--- src/rtl/chct_pkg.sv ---
// Shared types, constants and codes for the character-code hash table.
`timescale 1ns / 1ps
`default_nettype none
package chct_pkg;

	localparam int NUM_BUCKETS  = 4673;
	localparam int POOL_ENTRIES = 1024;

	localparam int BKT_W  = $clog2(NUM_BUCKETS);
	localparam int LINK_W = $clog2(POOL_ENTRIES + 1);
	localparam int PIDX_W = (POOL_ENTRIES > 1) ? $clog2(POOL_ENTRIES) : 1;
	localparam int KEY_W  = 24;
	localparam int VAL_W  = 16;

	// Hash reduction: shift the signed product up to non-negative, then subtract.
	localparam int PROD_MAX   = 16384;
	localparam int HASH_OFS_K = (PROD_MAX + NUM_BUCKETS - 1) / NUM_BUCKETS;
	localparam int HASH_OFS   = HASH_OFS_K * NUM_BUCKETS;
	localparam int HASH_SPAN  = PROD_MAX + HASH_OFS;
	localparam int HASH_W     = $clog2(HASH_SPAN + 1) + 1;
	localparam int HASH_QMAX  = HASH_SPAN / NUM_BUCKETS;
	localparam int SEL_W      = $clog2(HASH_QMAX + 1);

	localparam int FQ_DEPTH = 4;
	localparam int FQ_PTR_W = $clog2(FQ_DEPTH);
	localparam int FQ_CNT_W = $clog2(FQ_DEPTH + 1) + 1;

	localparam logic OP_LOOKUP = 1'b0;
	localparam logic OP_INSERT = 1'b1;

	localparam logic [2:0] ST_FOUND     = 3'd0;
	localparam logic [2:0] ST_NOT_FOUND = 3'd1;
	localparam logic [2:0] ST_INSERTED  = 3'd2;
	localparam logic [2:0] ST_SKIPPED   = 3'd3;
	localparam logic [2:0] ST_POOL_FULL = 3'd4;

	typedef struct packed {
		logic        opcode;
		logic [7:0]  key_byte0;
		logic [7:0]  key_byte1;
		logic [7:0]  key_byte2;
		logic [15:0] entry_value;
	} in_item_t;

	typedef struct packed {
		logic [2:0]  status;
		logic [15:0] found_value;
	} out_item_t;

	typedef struct packed {
		logic             opcode;
		logic [KEY_W-1:0] key;
		logic [VAL_W-1:0] value;
		logic [BKT_W-1:0] bucket;
	} job_t;

endpackage
`default_nettype wire

--- src/rtl/chct_front.sv ---
// Front end: hash pipeline and job queue feeding the table engine.
`timescale 1ns / 1ps
`default_nettype none
module chct_front (
	input  wire logic               clk,
	input  wire logic               arst_n,
	input  wire logic               push,
	output logic                    full,
	input  wire chct_pkg::in_item_t in_item,
	output logic                    job_valid,
	output chct_pkg::job_t          job,
	input  wire logic               job_pop
);

	logic                                v_s1, v_s2;
	chct_pkg::in_item_t                  item_s1;
	logic signed [15:0]                  prod_s1;
	chct_pkg::job_t                      job_s2;
	chct_pkg::job_t                      fq_q [chct_pkg::FQ_DEPTH];
	logic [chct_pkg::FQ_PTR_W-1:0]       wp_q, rp_q;
	logic [chct_pkg::FQ_CNT_W-1:0]       cnt_q;
	logic [chct_pkg::HASH_W-1:0]         r;
	logic [chct_pkg::SEL_W-1:0]          sel;
	logic [chct_pkg::BKT_W-1:0]          bucket;
	logic                                accept;

	// Count items still in the hash stages so the queue can never overflow.
	assign full = (cnt_q + chct_pkg::FQ_CNT_W'(v_s1) + chct_pkg::FQ_CNT_W'(v_s2))
		>= chct_pkg::FQ_CNT_W'(chct_pkg::FQ_DEPTH);
	assign accept = push && !full;

	always_comb begin
		r = chct_pkg::HASH_W'($signed({{(chct_pkg::HASH_W-16){prod_s1[15]}}, prod_s1})
			+ $signed(chct_pkg::HASH_W'(chct_pkg::HASH_OFS)));
		sel = '0;
		for (int j = 1; j <= chct_pkg::HASH_QMAX; j++) begin
			if (r >= chct_pkg::HASH_W'(j * chct_pkg::NUM_BUCKETS))
				sel = sel + chct_pkg::SEL_W'(1);
		end
		bucket = chct_pkg::BKT_W'(r - chct_pkg::HASH_W'(sel)
			* chct_pkg::HASH_W'(chct_pkg::NUM_BUCKETS));
	end

	always_ff @(posedge clk or negedge arst_n) begin
		if (!arst_n) begin
			v_s1 <= 1'b0;
			v_s2 <= 1'b0;
		end else begin
			v_s1 <= accept;
			v_s2 <= v_s1;
		end
	end

	always_ff @(posedge clk) begin
		item_s1 <= in_item;
		prod_s1 <= $signed(in_item.key_byte1) * $signed(in_item.key_byte2);
		job_s2.opcode <= item_s1.opcode;
		job_s2.key    <= {item_s1.key_byte0, item_s1.key_byte1, item_s1.key_byte2};
		job_s2.value  <= item_s1.entry_value;
		job_s2.bucket <= bucket;
	end

	always_ff @(posedge clk or negedge arst_n) begin
		if (!arst_n) begin
			wp_q  <= '0;
			rp_q  <= '0;
			cnt_q <= '0;
		end else begin
			if (v_s2)
				wp_q <= wp_q + chct_pkg::FQ_PTR_W'(1);
			if (job_pop)
				rp_q <= rp_q + chct_pkg::FQ_PTR_W'(1);
			cnt_q <= cnt_q + chct_pkg::FQ_CNT_W'(v_s2) - chct_pkg::FQ_CNT_W'(job_pop);
		end
	end

	always_ff @(posedge clk) begin
		if (v_s2)
			fq_q[wp_q] <= job_s2;
	end

	assign job_valid = (cnt_q != '0);
	assign job       = fq_q[rp_q];

	ap_no_overflow: assert property (@(posedge clk) disable iff (!arst_n)
		cnt_q <= chct_pkg::FQ_CNT_W'(chct_pkg::FQ_DEPTH))
		else $error("job queue overflow");
	ap_no_underflow: assert property (@(posedge clk) disable iff (!arst_n)
		job_pop |-> job_valid)
		else $error("job queue popped while empty");
	ap_full_blocks: assert property (@(posedge clk) disable iff (!arst_n)
		full |=> !v_s1)
		else $error("item entered while full");

endmodule
`default_nettype wire

--- config.mk ---
export PLATFORM = sky130hd
export DESIGN_NAME = chct_front
export DESIGN_NICKNAME = d
export VERILOG_FILES = /design/src/rtl/chct_pkg.sv /design/src/rtl/chct_front.sv
export SDC_FILE = /design/constraint.sdc
export NUM_CORES = 1
export LEC_CHECK = 0
export BUFFER_PORTS_ARGS = -buffer_cell sky130_fd_sc_hd__buf_2
export CORE_ASPECT_RATIO = 1.75
export CORE_MARGIN = 10
export CORE_UTILIZATION = 52
export CTS_BUF_LIST = sky130_fd_sc_hd__clkbuf_4
export CTS_CLUSTER_SIZE = 30
export DETAILED_ROUTE_END_ITERATION = 6
export PLACE_DENSITY = 0.7
export SYNTH_ARGS = -nofsm -noshare
export SYNTH_HDL_FRONTEND = slang
export SYNTH_SLANG_ARGS = --single-unit
--- constraint.sdc ---
create_clock -name clk -period 13.75 [get_ports clk]
set_clock_uncertainty 0.1 [all_clocks]
set_input_delay 1.375 -clock clk [delete_from_list [all_inputs] [get_ports clk]]
set_output_delay 1.375 -clock clk [all_outputs]
set_load 0.01 [all_outputs]
==> flow_summary.yaml <==
synthesis:
  synthArstFlopShare_pct: 2.97
  synthAdderAreaFrac_pct: 12.5
  synth-main-ff-cell: "edfxtp_1"
  synth_edf_count: 216
  syn_nets: 1188
  synthSimpleGateAreaFrac_pct: 7.02
  synth_top_area_share_pct: 42.5
  ys_ff_latch: 337
  synthXorXnorAreaFrac_pct: 3.27
  synthDistinctLibCells: 80
  synth_top_area_cell: "edfxtp_1"
  synth-compound-area-share_pct: 6.72
  ys_seq_area_share_pct: 58.7
  synth_area_sq_um: 15300
  postSynthCellCount: 1025
  synthMuxAreaShare_pct: 8.31
  avgSynthCellArea_sq_um: 14.9
  ys_warn_count: 0
  synth_top_family_by_area: "adder cells"
  synth_top_cells_by_area: "edfxtp_1 (42%), dfxtp_1 (15%), mux4_2 (8.0%)"
floorplan:
  coreArea_sq_um: 28800
  num_rows: 82
  die_x_um: 150
  start_util_pct: 52.9
  die_area_sq_um: 36900
  num_io_pins: 101
  die_y_um: 247
worst_setup_path:
  critPathMaxFanout: 21
  max_stage_delay_ns: 0.72
  start_kind: "flop"
  cp_data_required_time_ns: 14.29
  cpMostUsedCell: "ha_1"
  end_kind: "flop"
  r2r_setup_slack_ns: 5.50
  slowest_stage: "ha_1"
  critPathKind: "reg -> reg"
  worst_ep_arrival_time_ns: 8.79
drt:
  wl_met3_mm: 1.49
  drtIter0Drc: 363
  wl_per_cell_um: 17.8
  routed_wl_mm: 28.7
  met1_length_mm: 9.90
  vias: 8652
  drc: 0
  viasPerCell: 5.36
  wl_met2_mm: 16.1
  top_layer_used: "met4"
  antenna_left: 0
  dr.pass1.iters: 4
clock_network:
  cts_root_buf: "clkbuf_4"
  tritoncts.num_buffers: 76
  cts_hold_buf: 0
  cts_tree: "yes"
  postCtsResizedCells: 0
  htreeDepth: 3
  post_cts_buffers: 0
  clkLatencyLatePin_ns: 0.71
  cts.sinks: 337
  clockBufferDepth: 3
  clk_pin_slew_ns: 0.08
cells_and_area:
  finalNetCount: 1339
  synthToLayoutAreaGrowth_pct: 12.3
  final_cell_count_no_fill: 1613
  register_area_sq_um: 8970
  drive_above_1_share_pct: 26.2
  multiInputGateArea_sq_um: 5770
  final_cell_mix: "edfxtp_1 (216), clkbuf_4 (112), dfxtp_1 (111), buf_2 (100), inv_1 (97)"
  layout_commonest_cell: "edfxtp_1"
  fillCellCount: 2318
global_route:
  grt_pass1_wl_mm: 47.3
  grt_max_degree: 56
  gr-total-overflow: 0
  antenna_found_initial: 1
  first_global_vias: 9424
  grt_use_total_pct: 16.3
sta:
  rsz0062_at_grt: "false"
  setup_tns_ns: 0
  worst_slack_ns: 5.50
  fin_crit_ns: 8.25
  worst_slew_pin_slew_ns: 0.877
  fmax_ghz: 0.121
  slew_headroom_pct: 41.5
  period_share_pct: 60.0
  setup_viol: 0
  hold_viol_final: 0
  finalMaxSlewViolations: 0
  hold_ws_ns: 0.221
run:
  cap_violations: 0
place:
  dpl_worst_slack_ns: 5.54
  hpwlAfterDp_mm: 19.7
  dp_cells: 1476
  io_buffers: 100
  place_congestion: 0.892
worst_hold_path:
  hold_class: "reg -> reg"
run_status:
  outcome: "completed"
==> flip-flops by register name, summed over array words and instances (netlist names) <==
signal   flops
fq_q       216
v_s2         1
rp_q         2
prod_s1     16
job_s2      54
wp_q         2
item_s1     41
cnt_q        4
v_s1         1
==> per-layer routing <==
layer	GRT usage (%)	up-vias
met5	0	-
met4	8.75	0
met3	3.91	75
met2	30.1	214
met1	16.3	4290
li1	-	4073
==> critical path: cells and delay by family (launching register included) <==
family          cells  cell delay [ns]
fa+ha+maj           7             2.49
compound gates      9             2.29
xor+xnor            7             1.50
simple gates        6             0.99
flops               1             0.71
buf+inv             2             0.13
==> cell usage after synthesis (all sizes together), types with 8 or more instances <==
cell    count
xnor2      34
clkbuf     13
nor2       24
buf        19
a21oi      30
nand2b     15
edfxtp    216
nor2b      11
dfxtp     111
nor3       10
nand4      10
a211oi      9
nand2      45
o21ai      24
nand3      12
a21o        8
ha         61
dfrtp      10
fa         57
inv        98
xor2       16
and2       48
mux4       54
==> cell type report <==
class | count | area share [%]
multi-input combinational | 558 | 33.7
timing repair buffer | 105 | 3.14
inverter | 98 | 2.15
clock buffer | 112 | 4.91
antenna | 1 | 0.0146
sequential | 337 | 52.3
clock inverter | 24 | 1.01
tap | 378 | 2.76
==> worst paths after layout <==
kind	start	to	depth (start not counted)
worst min-delay path	item_s1[39]	job_s2[52]	0
worst min register to register	item_s1[39]	job_s2[52]	0
max in group asynchronous	arst_n	rp_q[0]	1
worst max register to register	prod_s1[2]	job_s2[12]	31
worst max-delay path	prod_s1[2]	job_s2[12]	31
min in group asynchronous	arst_n	cnt_q[3]	1
==> cells by family (layout without fill, tap and decap cells) <==
logic type,count (synthesis),count (layout)
DFF,337,337
and+or+nand+nor,194,194
AOI/OAI and AO/OA,136,136
buffers and inverters,130,339
adders and majority gates,118,118
muxes,59,59
xor gates and xnor gates,51,51
other,0,1
==> metrics by stage <==
step | utilization [%] | instance area [sq um]
6_report | 59.4 | 17100
5_1_grt | 59.4 | 17100
4_1_cts | 59.4 | 17100
3_5_place_dp | 55.9 | 16100
3_3_place_gp | 55.9 | 16100
2_1_floorplan | - | 15300
Power is left out: the tool's default activity adds up to more than one toggle a clock period on the data nets, which glitch-free logic cannot reach.
